## src/rtl/gcrf_pkg.sv

```systemverilog
`default_nettype none
// ----------------------------------------------------------------------------
// gcrf_pkg - GPIO controller register file package
// Shared types, register offsets and codes for the GPIO register file.
// ----------------------------------------------------------------------------
package gcrf_pkg;

    // Default build sizes
    localparam int unsigned DEF_NUM_PINS  = 54;
    localparam int unsigned DEF_PULL_PINS = 32;

    // Function select layout
    localparam int unsigned PINS_PER_SELECT = 10;
    localparam int unsigned FSEL_FN_BITS    = 3;
    localparam int unsigned FSEL_BITS       = FSEL_FN_BITS * PINS_PER_SELECT;
    localparam int unsigned FSEL_WORDS      = 6;
    localparam int unsigned FSEL_IDX_BITS   = $clog2(FSEL_WORDS);

    // Pads block
    localparam int unsigned PAD_COUNT    = 3;
    localparam int unsigned PAD_IDX_BITS = $clog2(PAD_COUNT);
    localparam int unsigned PAD_BITS     = 5;
    localparam logic [7:0]  PAD_PASSWORD = 8'h5A;

    // Bus word
    localparam int unsigned DATA_BITS = 32;
    localparam int unsigned OFF_BITS  = 6;

    // Access codes
    localparam logic CMD_READ  = 1'b0;
    localparam logic CMD_WRITE = 1'b1;
    localparam logic BLK_GPIO  = 1'b0;
    localparam logic BLK_PADS  = 1'b1;

    // Word offsets, gpio block
    localparam logic [OFF_BITS-1:0] OFF_FSEL_FIRST = 6'd0;
    localparam logic [OFF_BITS-1:0] OFF_FSEL_LAST  = 6'd5;
    localparam logic [OFF_BITS-1:0] OFF_SET_LO     = 6'd7;
    localparam logic [OFF_BITS-1:0] OFF_SET_HI     = 6'd8;
    localparam logic [OFF_BITS-1:0] OFF_CLR_LO     = 6'd10;
    localparam logic [OFF_BITS-1:0] OFF_CLR_HI     = 6'd11;
    localparam logic [OFF_BITS-1:0] OFF_LEV_LO     = 6'd13;
    localparam logic [OFF_BITS-1:0] OFF_LEV_HI     = 6'd14;
    localparam logic [OFF_BITS-1:0] OFF_PUD        = 6'd37;
    localparam logic [OFF_BITS-1:0] OFF_UDCLK      = 6'd38;

    // Word offsets, pads block
    localparam logic [OFF_BITS-1:0] OFF_PADS_FIRST = 6'd11;
    localparam logic [OFF_BITS-1:0] OFF_PADS_LAST  = 6'd13;

    // Pull codes
    localparam logic [1:0] PULL_NONE = 2'd0;
    localparam logic [1:0] PULL_DOWN = 2'd1;
    localparam logic [1:0] PULL_UP   = 2'd2;

    // Decoded access
    typedef struct packed {
        logic                     fsel_wr;
        logic                     fsel_rd;
        logic                     set_wr;
        logic                     clr_wr;
        logic                     lev_rd;
        logic                     pud_wr;
        logic                     pud_rd;
        logic                     udclk_wr;
        logic                     pads_wr;
        logic                     pads_rd;
        logic                     hi;
        logic [FSEL_IDX_BITS-1:0] fsel_idx;
        logic [PAD_IDX_BITS-1:0]  pad_idx;
        logic                     err;
    } t_dec;

    // Bits of one fsel word that map onto existing pins
    function automatic logic [FSEL_BITS-1:0] fsel_row_mask(input int unsigned row,
                                                           input int unsigned num_pins);
        logic [FSEL_BITS-1:0] m;
        m = '0;
        for (int unsigned j = 0; j < PINS_PER_SELECT; j++) begin
            if (row * PINS_PER_SELECT + j < num_pins) begin
                m[j*FSEL_FN_BITS +: FSEL_FN_BITS] = '1;
            end
        end
        return m;
    endfunction

endpackage
`default_nettype wire

```

## src/rtl/gcrf_decode.sv

```systemverilog
`default_nettype none
// ----------------------------------------------------------------------------
// gcrf_decode - access decoder
// Turns command, block and word offset into register strobes and error.
// ----------------------------------------------------------------------------
module gcrf_decode (
    input  wire logic                          i_cmd,
    input  wire logic                          i_block_sel,
    input  wire logic [gcrf_pkg::OFF_BITS-1:0] i_word_offset,
    input  wire logic [7:0]                    i_pw_byte,
    output gcrf_pkg::t_dec                     o_dec
);

    logic                          w_wr;
    logic                          w_rd;
    logic                          w_pw_ok;
    logic [gcrf_pkg::OFF_BITS-1:0] w_pad_off;

    assign w_wr      = (i_cmd == gcrf_pkg::CMD_WRITE);
    assign w_rd      = (i_cmd == gcrf_pkg::CMD_READ);
    assign w_pw_ok   = (i_pw_byte == gcrf_pkg::PAD_PASSWORD);
    assign w_pad_off = i_word_offset - gcrf_pkg::OFF_PADS_FIRST;

    always_comb begin
        o_dec          = '0;
        o_dec.fsel_idx = i_word_offset[gcrf_pkg::FSEL_IDX_BITS-1:0];
        o_dec.pad_idx  = w_pad_off[gcrf_pkg::PAD_IDX_BITS-1:0];
        o_dec.hi       = (i_word_offset == gcrf_pkg::OFF_SET_HI) ||
                         (i_word_offset == gcrf_pkg::OFF_CLR_HI) ||
                         (i_word_offset == gcrf_pkg::OFF_LEV_HI);
        if (i_block_sel == gcrf_pkg::BLK_PADS) begin
            unique case (i_word_offset) inside
                [gcrf_pkg::OFF_PADS_FIRST:gcrf_pkg::OFF_PADS_LAST]: begin
                    o_dec.pads_rd = w_rd;
                    o_dec.pads_wr = w_wr && w_pw_ok;
                    o_dec.err     = w_wr && !w_pw_ok;
                end
                default: begin
                    o_dec.err = 1'b1;
                end
            endcase
        end else begin
            unique case (i_word_offset) inside
                [gcrf_pkg::OFF_FSEL_FIRST:gcrf_pkg::OFF_FSEL_LAST]: begin
                    o_dec.fsel_wr = w_wr;
                    o_dec.fsel_rd = w_rd;
                end
                gcrf_pkg::OFF_SET_LO, gcrf_pkg::OFF_SET_HI: begin
                    o_dec.set_wr = w_wr;
                end
                gcrf_pkg::OFF_CLR_LO, gcrf_pkg::OFF_CLR_HI: begin
                    o_dec.clr_wr = w_wr;
                end
                gcrf_pkg::OFF_LEV_LO, gcrf_pkg::OFF_LEV_HI: begin
                    // level words ignore writes without complaint
                    o_dec.lev_rd = w_rd;
                end
                gcrf_pkg::OFF_PUD: begin
                    o_dec.pud_wr = w_wr;
                    o_dec.pud_rd = w_rd;
                end
                gcrf_pkg::OFF_UDCLK: begin
                    o_dec.udclk_wr = w_wr;
                end
                default: begin
                    o_dec.err = 1'b1;
                end
            endcase
        end
    end

endmodule
`default_nettype wire

```

## src/rtl/gcrf_regs.sv

```systemverilog
`default_nettype none
// ----------------------------------------------------------------------------
// gcrf_regs - GPIO register state
// Function select, output latch, pull and pad registers with read mux.
// ----------------------------------------------------------------------------
module gcrf_regs #(
    parameter int unsigned NUM_PINS  = gcrf_pkg::DEF_NUM_PINS,
    parameter int unsigned PULL_PINS = gcrf_pkg::DEF_PULL_PINS
) (
    input  wire logic                           i_clk,
    input  wire logic                           i_rst_n,
    input  wire logic                           i_adv,
    input  wire gcrf_pkg::t_dec                 i_dec,
    input  wire logic [gcrf_pkg::DATA_BITS-1:0] i_write_data,
    input  wire logic [NUM_PINS-1:0]            i_pin_inputs,
    output logic      [gcrf_pkg::DATA_BITS-1:0] o_read_data,
    output logic      [NUM_PINS-1:0]            o_next_latch,
    output logic      [gcrf_pkg::DATA_BITS-1:0] o_next_pull_up,
    output logic      [gcrf_pkg::DATA_BITS-1:0] o_next_pull_down
);

    localparam int unsigned DW = gcrf_pkg::DATA_BITS;
    localparam logic [DW-1:0] PullMask = DW'((64'd1 << PULL_PINS) - 64'd1);

    logic [gcrf_pkg::FSEL_BITS-1:0] r_fsel [gcrf_pkg::FSEL_WORDS];
    logic [NUM_PINS-1:0]            r_latch;
    logic [1:0]                     r_pull_code;
    logic [DW-1:0]                  r_pull_up;
    logic [DW-1:0]                  r_pull_down;
    logic [gcrf_pkg::PAD_BITS-1:0]  r_pads [gcrf_pkg::PAD_COUNT];

    logic [2*DW-1:0]     w_lev;
    logic [2*DW-1:0]     w_data_wide;
    logic [NUM_PINS-1:0] w_pin_mask;
    logic [DW-1:0]       w_pull_mask;

    // Function select words, unused pin bits held at zero
    for (genvar gv = 0; gv < gcrf_pkg::FSEL_WORDS; gv++) begin : g_fsel
        localparam logic [gcrf_pkg::FSEL_BITS-1:0] RowMask =
            gcrf_pkg::fsel_row_mask(gv, NUM_PINS);

        always_ff @(posedge i_clk) begin
            if (!i_rst_n) begin
                r_fsel[gv] <= '0;
            end else if (i_adv && i_dec.fsel_wr &&
                         i_dec.fsel_idx == gcrf_pkg::FSEL_IDX_BITS'(gv)) begin
                r_fsel[gv] <= i_write_data[gcrf_pkg::FSEL_BITS-1:0] & RowMask;
            end
        end
    end

    assign w_lev       = (2*DW)'(i_pin_inputs);
    assign w_data_wide = i_dec.hi ? {i_write_data, {DW{1'b0}}} : {{DW{1'b0}}, i_write_data};
    assign w_pin_mask  = w_data_wide[NUM_PINS-1:0];
    assign w_pull_mask = i_write_data & PullMask;

    // Output latch, write-one set and clear
    always_comb begin
        o_next_latch = r_latch;
        if (i_dec.set_wr) begin
            o_next_latch = r_latch | w_pin_mask;
        end else if (i_dec.clr_wr) begin
            o_next_latch = r_latch & ~w_pin_mask;
        end
    end

    // Pull clock: copy pull code into masked pins
    always_comb begin
        o_next_pull_up   = r_pull_up;
        o_next_pull_down = r_pull_down;
        if (i_dec.udclk_wr) begin
            case (r_pull_code)
                gcrf_pkg::PULL_UP: begin
                    o_next_pull_up   = r_pull_up | w_pull_mask;
                    o_next_pull_down = r_pull_down & ~w_pull_mask;
                end
                gcrf_pkg::PULL_DOWN: begin
                    o_next_pull_down = r_pull_down | w_pull_mask;
                    o_next_pull_up   = r_pull_up & ~w_pull_mask;
                end
                default: begin
                    o_next_pull_up   = r_pull_up & ~w_pull_mask;
                    o_next_pull_down = r_pull_down & ~w_pull_mask;
                end
            endcase
        end
    end

    // Read mux; strobes are already clear on writes and errors
    always_comb begin
        o_read_data = '0;
        if (i_dec.fsel_rd) begin
            o_read_data = DW'(r_fsel[i_dec.fsel_idx]);
        end else if (i_dec.lev_rd) begin
            o_read_data = i_dec.hi ? w_lev[2*DW-1:DW] : w_lev[DW-1:0];
        end else if (i_dec.pud_rd) begin
            o_read_data = DW'(r_pull_code);
        end else if (i_dec.pads_rd) begin
            o_read_data = DW'(r_pads[i_dec.pad_idx]);
        end
    end

    always_ff @(posedge i_clk) begin
        if (!i_rst_n) begin
            r_latch     <= '0;
            r_pull_code <= gcrf_pkg::PULL_NONE;
            r_pull_up   <= '0;
            r_pull_down <= '0;
            for (int i = 0; i < gcrf_pkg::PAD_COUNT; i++) begin
                r_pads[i] <= '0;
            end
        end else if (i_adv) begin
            r_latch     <= o_next_latch;
            r_pull_up   <= o_next_pull_up;
            r_pull_down <= o_next_pull_down;
            if (i_dec.pud_wr) begin
                r_pull_code <= i_write_data[1:0];
            end
            if (i_dec.pads_wr) begin
                r_pads[i_dec.pad_idx] <= i_write_data[gcrf_pkg::PAD_BITS-1:0];
            end
        end
    end

endmodule
`default_nettype wire

```

## src/rtl/gpio_controller_register_file_unit.sv

```systemverilog
`default_nettype none
// ----------------------------------------------------------------------------
// gpio_controller_register_file_unit - GPIO controller register file
// One register bus access per word: function select, set/clear latch,
// level read, pull control and password-guarded pad settings.
// ----------------------------------------------------------------------------
//  channel  handshake               payload
//  in       i_in_valid/o_in_stall   cmd, block_sel, word_offset, write_data,
//                                   pin_inputs
//  out      o_out_valid/i_out_stall read_data, pin_outputs, pull_up_mask,
//                                   pull_down_mask, access_error
//
//  One word per cycle sustained while the output is not stalled; a word passes
//  through the input register, then decode and update into the result register.
//  Register state changes as a word moves into the result register.
//  Reset clears all register file state and both valid flags.
//  A stall on the output holds the result and backs up into the input
//  register; the input stalls only when that register cannot drain.
// ----------------------------------------------------------------------------
module gpio_controller_register_file_unit #(
    parameter int unsigned NUM_PINS  = gcrf_pkg::DEF_NUM_PINS,
    parameter int unsigned PULL_PINS = gcrf_pkg::DEF_PULL_PINS
) (
    input  wire logic                           i_clk,
    input  wire logic                           i_rst_n,
    input  wire logic                           i_in_valid,
    output logic                                o_in_stall,
    input  wire logic                           i_cmd,
    input  wire logic                           i_block_sel,
    input  wire logic [gcrf_pkg::OFF_BITS-1:0]  i_word_offset,
    input  wire logic [gcrf_pkg::DATA_BITS-1:0] i_write_data,
    input  wire logic [NUM_PINS-1:0]            i_pin_inputs,
    output logic                                o_out_valid,
    input  wire logic                           i_out_stall,
    output logic      [gcrf_pkg::DATA_BITS-1:0] o_read_data,
    output logic      [NUM_PINS-1:0]            o_pin_outputs,
    output logic      [gcrf_pkg::DATA_BITS-1:0] o_pull_up_mask,
    output logic      [gcrf_pkg::DATA_BITS-1:0] o_pull_down_mask,
    output logic                                o_access_error
);

    localparam int unsigned DW = gcrf_pkg::DATA_BITS;

    logic                          r_in_valid;
    logic                          r_cmd;
    logic                          r_block_sel;
    logic [gcrf_pkg::OFF_BITS-1:0] r_word_offset;
    logic [DW-1:0]                 r_write_data;
    logic [NUM_PINS-1:0]           r_pin_inputs;

    logic                          w_out_free;
    logic                          w_adv;
    logic                          w_accept;
    gcrf_pkg::t_dec                w_dec;
    logic [DW-1:0]                 w_read_data;
    logic [NUM_PINS-1:0]           w_next_latch;
    logic [DW-1:0]                 w_next_pull_up;
    logic [DW-1:0]                 w_next_pull_down;

    assign w_out_free = !o_out_valid || !i_out_stall;
    assign w_adv      = r_in_valid && w_out_free;
    assign o_in_stall = r_in_valid && !w_out_free;
    assign w_accept   = i_in_valid && !o_in_stall;

    // Input register
    always_ff @(posedge i_clk) begin
        if (!i_rst_n) begin
            r_in_valid <= 1'b0;
        end else if (w_accept) begin
            r_in_valid <= 1'b1;
        end else if (w_adv) begin
            r_in_valid <= 1'b0;
        end
    end

    always_ff @(posedge i_clk) begin
        if (w_accept) begin
            r_cmd         <= i_cmd;
            r_block_sel   <= i_block_sel;
            r_word_offset <= i_word_offset;
            r_write_data  <= i_write_data;
            r_pin_inputs  <= i_pin_inputs;
        end
    end

    gcrf_decode u_decode (
        .i_cmd         (r_cmd),
        .i_block_sel   (r_block_sel),
        .i_word_offset (r_word_offset),
        .i_pw_byte     (r_write_data[DW-1:DW-8]),
        .o_dec         (w_dec)
    );

    gcrf_regs #(
        .NUM_PINS  (NUM_PINS),
        .PULL_PINS (PULL_PINS)
    ) u_regs (
        .i_clk            (i_clk),
        .i_rst_n          (i_rst_n),
        .i_adv            (w_adv),
        .i_dec            (w_dec),
        .i_write_data     (r_write_data),
        .i_pin_inputs     (r_pin_inputs),
        .o_read_data      (w_read_data),
        .o_next_latch     (w_next_latch),
        .o_next_pull_up   (w_next_pull_up),
        .o_next_pull_down (w_next_pull_down)
    );

    // Result register
    always_ff @(posedge i_clk) begin
        if (!i_rst_n) begin
            o_out_valid <= 1'b0;
        end else if (w_adv) begin
            o_out_valid <= 1'b1;
        end else if (!i_out_stall) begin
            o_out_valid <= 1'b0;
        end
    end

    always_ff @(posedge i_clk) begin
        if (w_adv) begin
            o_read_data      <= w_read_data;
            o_pin_outputs    <= w_next_latch;
            o_pull_up_mask   <= w_next_pull_up;
            o_pull_down_mask <= w_next_pull_down;
            o_access_error   <= w_dec.err;
        end
    end

endmodule
`default_nettype wire

```

## config.mk

```make
export PLATFORM = sky130hd
export DESIGN_NAME = gpio_controller_register_file_unit
export DESIGN_NICKNAME = d
export VERILOG_FILES = /design/src/rtl/gcrf_pkg.sv /design/src/rtl/gcrf_decode.sv /design/src/rtl/gcrf_regs.sv /design/src/rtl/gpio_controller_register_file_unit.sv
export SDC_FILE = /design/constraint.sdc
export NUM_CORES = 1
export LEC_CHECK = 0
export BUFFER_PORTS_ARGS = -buffer_cell sky130_fd_sc_hd__buf_2
export CAP_MARGIN = 20
export CORE_UTILIZATION = 60
export CTS_BUF_LIST = sky130_fd_sc_hd__clkbuf_16
export DETAILED_ROUTE_END_ITERATION = 10
export PLACE_DENSITY_LB_ADDON = 0.05
export SYNTH_ARGS = -nofsm -noshare
export SYNTH_HDL_FRONTEND = slang
export SYNTH_SLANG_ARGS = --single-unit
```

## constraint.sdc

```tcl
create_clock -name i_clk -period 14.99 [get_ports i_clk]
set_clock_uncertainty 0.1 [all_clocks]
set_input_delay 0.7495 -clock i_clk [delete_from_list [all_inputs] [get_ports i_clk]]
set_output_delay 0.7495 -clock i_clk [all_outputs]
set_load 0.01 [all_outputs]
```

==> results.py, run 1 <==
metrics = {
    "power_and_ir_drop": {
        "p_per_area_nw_per_um2": 119,
        "vdd_ir_drop_max_mv": 0.0937,
        "total_leakage_power_nw": 9.35,
    },
    "cells_and_area": {
        "postLayoutCellArea_um2": 26400,
        "antenna-diode-count": 0,
        "multi_input_area_um2": 7290,
        "fill_cells": 2669,
        "syn_to_final_growth_pct": 13.7,
        "fin_util": 0.697,
        "drive_gt1_frac": 0.248,
        "nNetsFinal": 2004,
        "register_area_um2": 15300,
    },
    "cts": {
        "ctsHoldBuffers": 0,
        "cts_buffer_depth": 3,
        "cts_resized": 0,
        "clk_pin_slew_ns": 0.06,
        "cts_setup_buffers": 0,
        "tritoncts": "done",
        "cts-htree-levels": 2,
        "clock_latency_ns": 0.61,
        "root_buffer": "clkbuf_16",
        "cts_made_buffers": 55,
        "clock-sinks": 552,
    },
    "die": {
        "die_w_um": 199,
        "num_rows": 71,
        "start_util": 0.613,
        "die_area_um2": 39600,
        "core_area_um2": 37900,
        "ios": 251,
        "die_h_um": 199,
    },
    "flow_run": {
        "drv_cap": 0,
    },
    "grt": {
        "overflow": 0,
        "grt_max_degree": 186,
        "grt_usage": 0.292,
        "first_global_vias": 14900,
        "grt_antenna_before_repair": 2,
        "grt_pass1_wl_um": 86400,
    },
    "synthesis": {
        "synth_seq_area_share": 0.659,
        "syn_nets": 1838,
        "ys_ff_latch": 552,
        "yosys.cell_types.count": 65,
        "ys.warnings.count": 0,
        "synthArstFlopShare": 0,
        "syn_area_per_cell_um2": 13.4,
        "synth-main-ff-cell": "edfxtp_1",
        "synthCells": 1735,
        "synth_edf_count": 427,
        "synthesis.area_um2": 23300,
    },
    "critical_path": {
        "max_stage_delay_ns": 0.55,
        "crit_slowest_cell": "buf_12",
        "crit_family": "simple AND/OR/NAND/NOR gates",
        "cp-startpoint": "r_in_valid$_SDFFE_PN0P_",
        "cp.required_ns": 15.16,
        "crit_type": "reg -> reg",
        "startpoint_type": "flip-flop",
        "cp.arrival_ns": 3.91,
        "path_cells": "a21boi_4, buf_12, nand4_2, or2_2, o21ai_2, buf_4",
        "cp-end-kind": "flip-flop",
        "crit_buf_inv": 2,
        "rr_startpoint": "r_in_valid$_SDFFE_PN0P_",
        "crit_fanout": 185,
    },
    "route": {
        "wl_per_cell_um": 23.3,
        "drtPass1Iterations": 6,
        "first_iter_violations": 1455,
        "drt-total-wl_um": 57400,
        "drtAntennaViolNets": 0,
        "remaining_drc_errors": 0,
        "via_count": 15400,
        "via_per_inst": 6.28,
    },
    "sta": {
        "hold_viol": 0,
        "finalSetupViolCount": 0,
        "tightest_slew_ns": 1.08,
        "holdWs_ns": 0.210,
        "slew_viol_final": 0,
        "rsz0062_at_grt": "false",
        "slew_headroom": 0.283,
        "fin_crit_sh": 0.249,
        "layout_setup_ws_ns": 11.26,
        "post-route-min-period_ns": 3.73,
        "setup_tns_ns": 0,
        "clock.fmax_mhz": 268,
    },
    "placed_design": {
        "post_dp_cell_area_um2": 24800,
        "dp_worst_setup_slack_ns": 10.83,
        "gp_congestion": 0.811,
        "port_buffers": 250,
        "dp_hpwl_um": 33600,
    },
    "min_path": {
        "hp-start": "i_write_data[21]",
        "hold_class": "in -> reg",
    },
    "status": {
        "status": "finished clean",
    },
}
-- final timing paths --
path / cells past startpoint / slack, ns / to
worst max-delay path: 6 / 11.26 / u_regs.r_fsel[1][24]$_SDFFCE_PN0P_
worst min-delay path: 1 / 0.21 / r_write_data[21]$_DFFE_PP_
worst max register to register: 6 / 11.26 / u_regs.r_fsel[1][24]$_SDFFCE_PN0P_
worst min register to register: 2 / 0.37 / u_regs.r_pull_down[1]$_SDFFE_PN0P_
-- layout make-up --
class                           instances  share of cell area
Clock buffer                           57              0.0539
Tap cell                              511              0.0242
Timing Repair Buffer                  282              0.0576
Inverter                               11             0.00166
Clock inverter                         45             0.00743
Multi-Input combinational cell        999               0.276
Sequential cell                       552               0.580
-- stage by stage --
step	std cells	power, mW
6_report	2457	3.15
5_1_grt	2457	3.24
4_1_cts	2456	3.17
3_5_place_dp	2354	1.94
3_3_place_gp	2354	1.94
2_1_floorplan	1735	1.86
-- synthesized netlist by cell type, drive strengths merged (5+ instances only) --
master   count  share of area
a21oi       76          0.016
a22o        54          0.020
a22oi       17         0.0055
and2       178          0.048
buf         45          0.011
clkbuf     128          0.021
dfxtp      125           0.11
edfxtp     427           0.55
ha           5         0.0027
inv         11         0.0018
mux2        65          0.031
mux2i       33          0.014
mux4        35          0.034
nand2       78          0.013
nand2b       5         0.0013
nand3       84          0.018
nand4       69          0.019
nor2        19         0.0038
nor3        11         0.0033
nor4         6         0.0025
o21ai      123          0.026
o22ai       17         0.0046
o2bb2ai      7         0.0026
o311ai      54          0.020
o31ai       10         0.0032
-- metal layers --
| layer | global-route usage | vias to the layer above | wire [um] | part of all wire |
|---|---|---|---|---|
| met5 | 0 | - | 22 | 0.00038 |
| met4 | 0.125 | 4 | 1900 | 0.033 |
| met3 | 0.0599 | 113 | 4350 | 0.076 |
| met2 | 0.456 | 644 | 27100 | 0.47 |
| met1 | 0.400 | 7688 | 24000 | 0.42 |
| li1 | - | 6980 | - | - |
-- flip-flops by register name (all words and copies together), names as in the netlist, 6 cells and up, named ones only --
register and cells:
u_regs.r_fsel 162, o_pin_outputs 54, r_pin_inputs 54, u_regs.r_latch 54, o_pull_down_mask 32, o_pull_up_mask 32, o_read_data 32, r_write_data 32
u_regs.r_pull_down 32, u_regs.r_pull_up 32, u_regs.r_pads 20, r_word_offset 6
-- power by group --
part / internal, mW / total, mW / leakage (nW) / switching [mW]
Sequential: 1.70 / 1.74 / 5.17 / 0.0428
Clock: 0.682 / 1.24 / 0.883 / 0.562
Combinational: 0.0575 / 0.168 / 3.30 / 0.111
Total: 2.44 / 3.15 / 9.35 / 0.716
-- placed cells by master, fill, tap and decap left out, types with 6 or more instances in the layout --
cell type,n
inv_1,31
o21ai_0,97
a22o_1,54
o2bb2ai_1,7
o22ai_1,17
a21oi_1,76
buf_4,30
edfxtp_1,427
nand2_1,77
dfxtp_1,123
clkinv_2,8
mux2_2,65
mux4_2,35
clkbuf_16,57
a22oi_1,17
o311ai_0,51
buf_2,250
clkinv_1,13
nor3_1,6
mux2i_1,33
nor2_1,18
nand3_1,83
nand4_1,68
and2_1,178
o21ai_1,21
o31ai_1,10
-- worst register-to-register path: stages, from the launching register on --
cell and delay [ns]:
dfxtp_1 0.35, a21boi_4 0.20, buf_12 0.55, nand4_2 0.81, or2_2 0.50, o21ai_2 0.48, buf_4 0.41
-- cell families after synthesis --
logic type,count (synthesis),synth area share
AND/OR/NAND/NOR,484,0.120
buffers and inverters,184,0.0334
flip-flops,552,0.659
adder cells (fa/ha/maj),5,0.00269
AO/OA/AOI/OAI,377,0.106
multiplexers,133,0.0795
No activity file was read; power rests on OpenSTA's default activity.
==> inputs of run 2 (changes only) <==
--- a/config.mk
+++ b/config.mk
@@ -5,9 +5,10 @@
 export SDC_FILE = /design/constraint.sdc
 export NUM_CORES = 1
 export LEC_CHECK = 0
+export ABC_AREA = 1
 export BUFFER_PORTS_ARGS = -buffer_cell sky130_fd_sc_hd__buf_2
 export CAP_MARGIN = 20
-export CORE_UTILIZATION = 60
+export CORE_UTILIZATION = 53
 export CTS_BUF_LIST = sky130_fd_sc_hd__clkbuf_16
 export DETAILED_ROUTE_END_ITERATION = 10
 export PLACE_DENSITY_LB_ADDON = 0.05
==> constraint.sdc (replaced) <==
create_clock -name i_clk -period 3.4 [get_ports i_clk]
set_clock_uncertainty 0.1 [all_clocks]
set_input_delay 0.17 -clock i_clk [delete_from_list [all_inputs] [get_ports i_clk]]
set_output_delay 0.17 -clock i_clk [all_outputs]
set_load 0.01 [all_outputs]
==> results.py, run 2 <==
metrics = {
    "cts": {
        "cts-htree-levels": 2,
        "cts_made_buffers": 56,
        "clock-sinks": 552,
        "clock_latency_ns": 0.62,
        "root_buffer": "clkbuf_16",
        "cts_setup_buffers": 0,
        "cts_buffer_depth": 3,
        "clk_pin_slew_ns": 0.06,
        "cts_resized": 0,
        "tritoncts": "done",
    },
    "power_and_ir_drop": {
        "p_per_area_nw_per_um2": 534,
        "vdd_ir_drop_max_mv": 0.395,
        "total_leakage_power_nw": 11.7,
        "power_mw": 14.8,
    },
    "synthesis": {
        "syn_nets": 2374,
        "syn_area_per_cell_um2": 10.1,
        "synthCells": 2271,
        "yosys.cell_types.count": 28,
        "synth_edf_count": 427,
        "synth_common_cells": "427 x edfxtp_1, 379 x nand2_1, 318 x nor2_1, 248 x nand3_1, 204 x inv_1",
        "synth_seq_area_share": 0.665,
        "synthesis.area_um2": 23000,
        "yosysTopAreaCell": "edfxtp_1",
        "ys_ff_latch": 552,
        "yosysMostFrequentCell": "edfxtp_1",
        "yosys-top-cells-area": "edfxtp_1 56%, dfxtp_1 11%, nand2_1 6.2%",
        "synth_top_area_share": 0.557,
        "synth-main-ff-cell": "edfxtp_1",
        "synthArstFlopShare": 0,
        "ys.warnings.count": 0,
    },
    "sta": {
        "layout_setup_ws_ns": 0.397,
        "hold_viol": 0,
        "finalSetupViolCount": 0,
        "fin_crit_sh": 0.883,
        "clock.fmax_mhz": 333,
        "setup_tns_ns": 0,
        "tightest_slew_ns": 0.904,
        "slew_viol_final": 0,
        "post-route-min-period_ns": 3.00,
        "slew_headroom": 0.397,
        "rsz0062_at_grt": "false",
    },
    "route": {
        "drtAntennaViolNets": 0,
        "first_iter_violations": 1883,
        "via_count": 17800,
        "drt-total-wl_um": 63900,
        "remaining_drc_errors": 0,
        "route.met3.wl_um": 5220,
        "wl_met1_um": 27000,
        "met2WireLength_um": 30000,
        "drtPass1Iterations": 5,
        "via_per_inst": 5.50,
        "highest_layer": "met5",
        "wl_per_cell_um": 19.8,
    },
    "critical_path": {
        "cp.required_ns": 3.59,
        "crit_fanout": 30,
        "startpoint_type": "flip-flop",
        "cp-end-kind": "flip-flop",
        "crit_slowest_cell": "edfxtp_1",
        "max_stage_delay_ns": 0.57,
        "crit_buf_inv": 5,
        "crit_family": "buffers and inverters",
        "crit_type": "reg -> reg",
        "cpMostUsedCell": "inv_1",
        "path_cells": "inv_1, ha_1, inv_1, nand3_1, nand3_1, nor2_1, inv_1, nor2_2, inv_1, o21ai_2, buf_12",
        "cp.arrival_ns": 3.19,
    },
    "cells_and_area": {
        "instances_no_fill": 3232,
        "syn_to_final_growth_pct": 20.4,
        "mostFrequentLayoutCells": "427 x edfxtp_1, 377 x nand2_1, 315 x nor2_1",
        "drive_gt1_frac": 0.146,
        "nNetsFinal": 2699,
        "final_common_cell": "edfxtp_1",
        "largest_reg_flops": 162,
        "postLayoutCellArea_um2": 27700,
        "fill_cells": 3490,
        "top_register": "u_regs.r_fsel",
    },
    "grt": {
        "grt_antenna_before_repair": 7,
        "grt_pass1_wl_um": 96400,
        "overflow": 0,
        "grt_usage": 0.286,
        "grt_max_degree": 73,
        "first_global_vias": 17100,
    },
    "die": {
        "start_util": 0.536,
        "ios": 251,
        "die_h_um": 210,
        "num_rows": 76,
        "core_area_um2": 43000,
        "die_area_um2": 44300,
        "die_w_um": 210,
    },
    "placed_design": {
        "post_dp_cell_area_um2": 25100,
        "gp_congestion": 0.897,
        "dp_cells": 3025,
        "dp_hpwl_um": 39400,
        "dp_worst_setup_slack_ns": 0.433,
        "port_buffers": 250,
    },
    "min_path": {
        "hold_class": "in -> reg",
    },
    "status": {
        "status": "finished clean",
    },
    "flow_run": {
        "drv_cap": 0,
    },
}
==> run 2: final timing paths <==
check                                 startpoint                            endpoint  slack [ns]  cells past startpoint
setup / recovery      r_word_offset[0]$_DFFE_PP_  u_regs.r_fsel[1][25]$_SDFFCE_PN0P_        0.40                     11
hold / removal                  i_pin_inputs[18]          r_pin_inputs[18]$_DFFE_PP_        0.17                      2
setup reg to reg      r_word_offset[0]$_DFFE_PP_  u_regs.r_fsel[1][25]$_SDFFCE_PN0P_        0.40                     11
hold reg to reg   u_regs.r_latch[3]$_SDFFE_PN0P_      u_regs.r_latch[3]$_SDFFE_PN0P_        0.44                      4
==> run 2: kinds of logic after synthesis <==
group,after synthesis,share of synthesized area
AOI/OAI and AO/OA,415,0.103
and+or+nand+nor,956,0.170
DFF,552,0.665
buffers and inverters,343,0.0580
adders and majority gates,5,0.00272
==> run 2: stage by stage <==
step / hold slack [ns] / util
4_1_cts: 0.134 / 0.645
2_1_floorplan: 0.169 / -
6_report: 0.171 / 0.645
5_1_grt: 0.158 / 0.645
3_3_place_gp: 0.246 / 0.583
3_5_place_dp: 0.248 / 0.583
==> run 2: what timing repair did <==
| action | 4_1_cts | 5_1_grt |
|---|---|---|
| setup endpoints to repair | 0 | 0 |
| hold buffers | 98 | 0 |
| hold endpoints to repair | 101 | 0 |
==> run 2: where the power goes <==
group	internal, mW	switching (mW)	total [mW]
registers	7.64	0.173	7.82
logic	0.477	0.845	1.32
clock network	3.13	2.53	5.66
total	11.2	3.55	14.8
==> run 2: cell type report <==
class	instances	area [um^2]	share of cell area
multi-input combinational	1376	6430	0.232
sequential	552	15300	0.553
antenna	4	10.0	0.000361
inverter	212	806	0.0291
clock buffer	58	1450	0.0524
timing repair buffer	398	2750	0.0990
tap	585	732	0.0264
clock inverter	47	220	0.00794
==> run 2: routing by layer <==
metal	up-vias	global-route usage
li1	8351	-
met1	8663	0.385
met2	644	0.460
met3	117	0.0644
met4	8	0.0990
met5	-	0
==> run 2: worst register-to-register path, cell delays in order, from the launching register on <==
cell	delay (ns)
edfxtp_1	0.57
inv_1	0.15
ha_1	0.35
inv_1	0.17
nand3_1	0.12
nand3_1	0.13
nor2_1	0.21
inv_1	0.17
nor2_2	0.19
inv_1	0.10
o21ai_2	0.18
buf_12	0.24
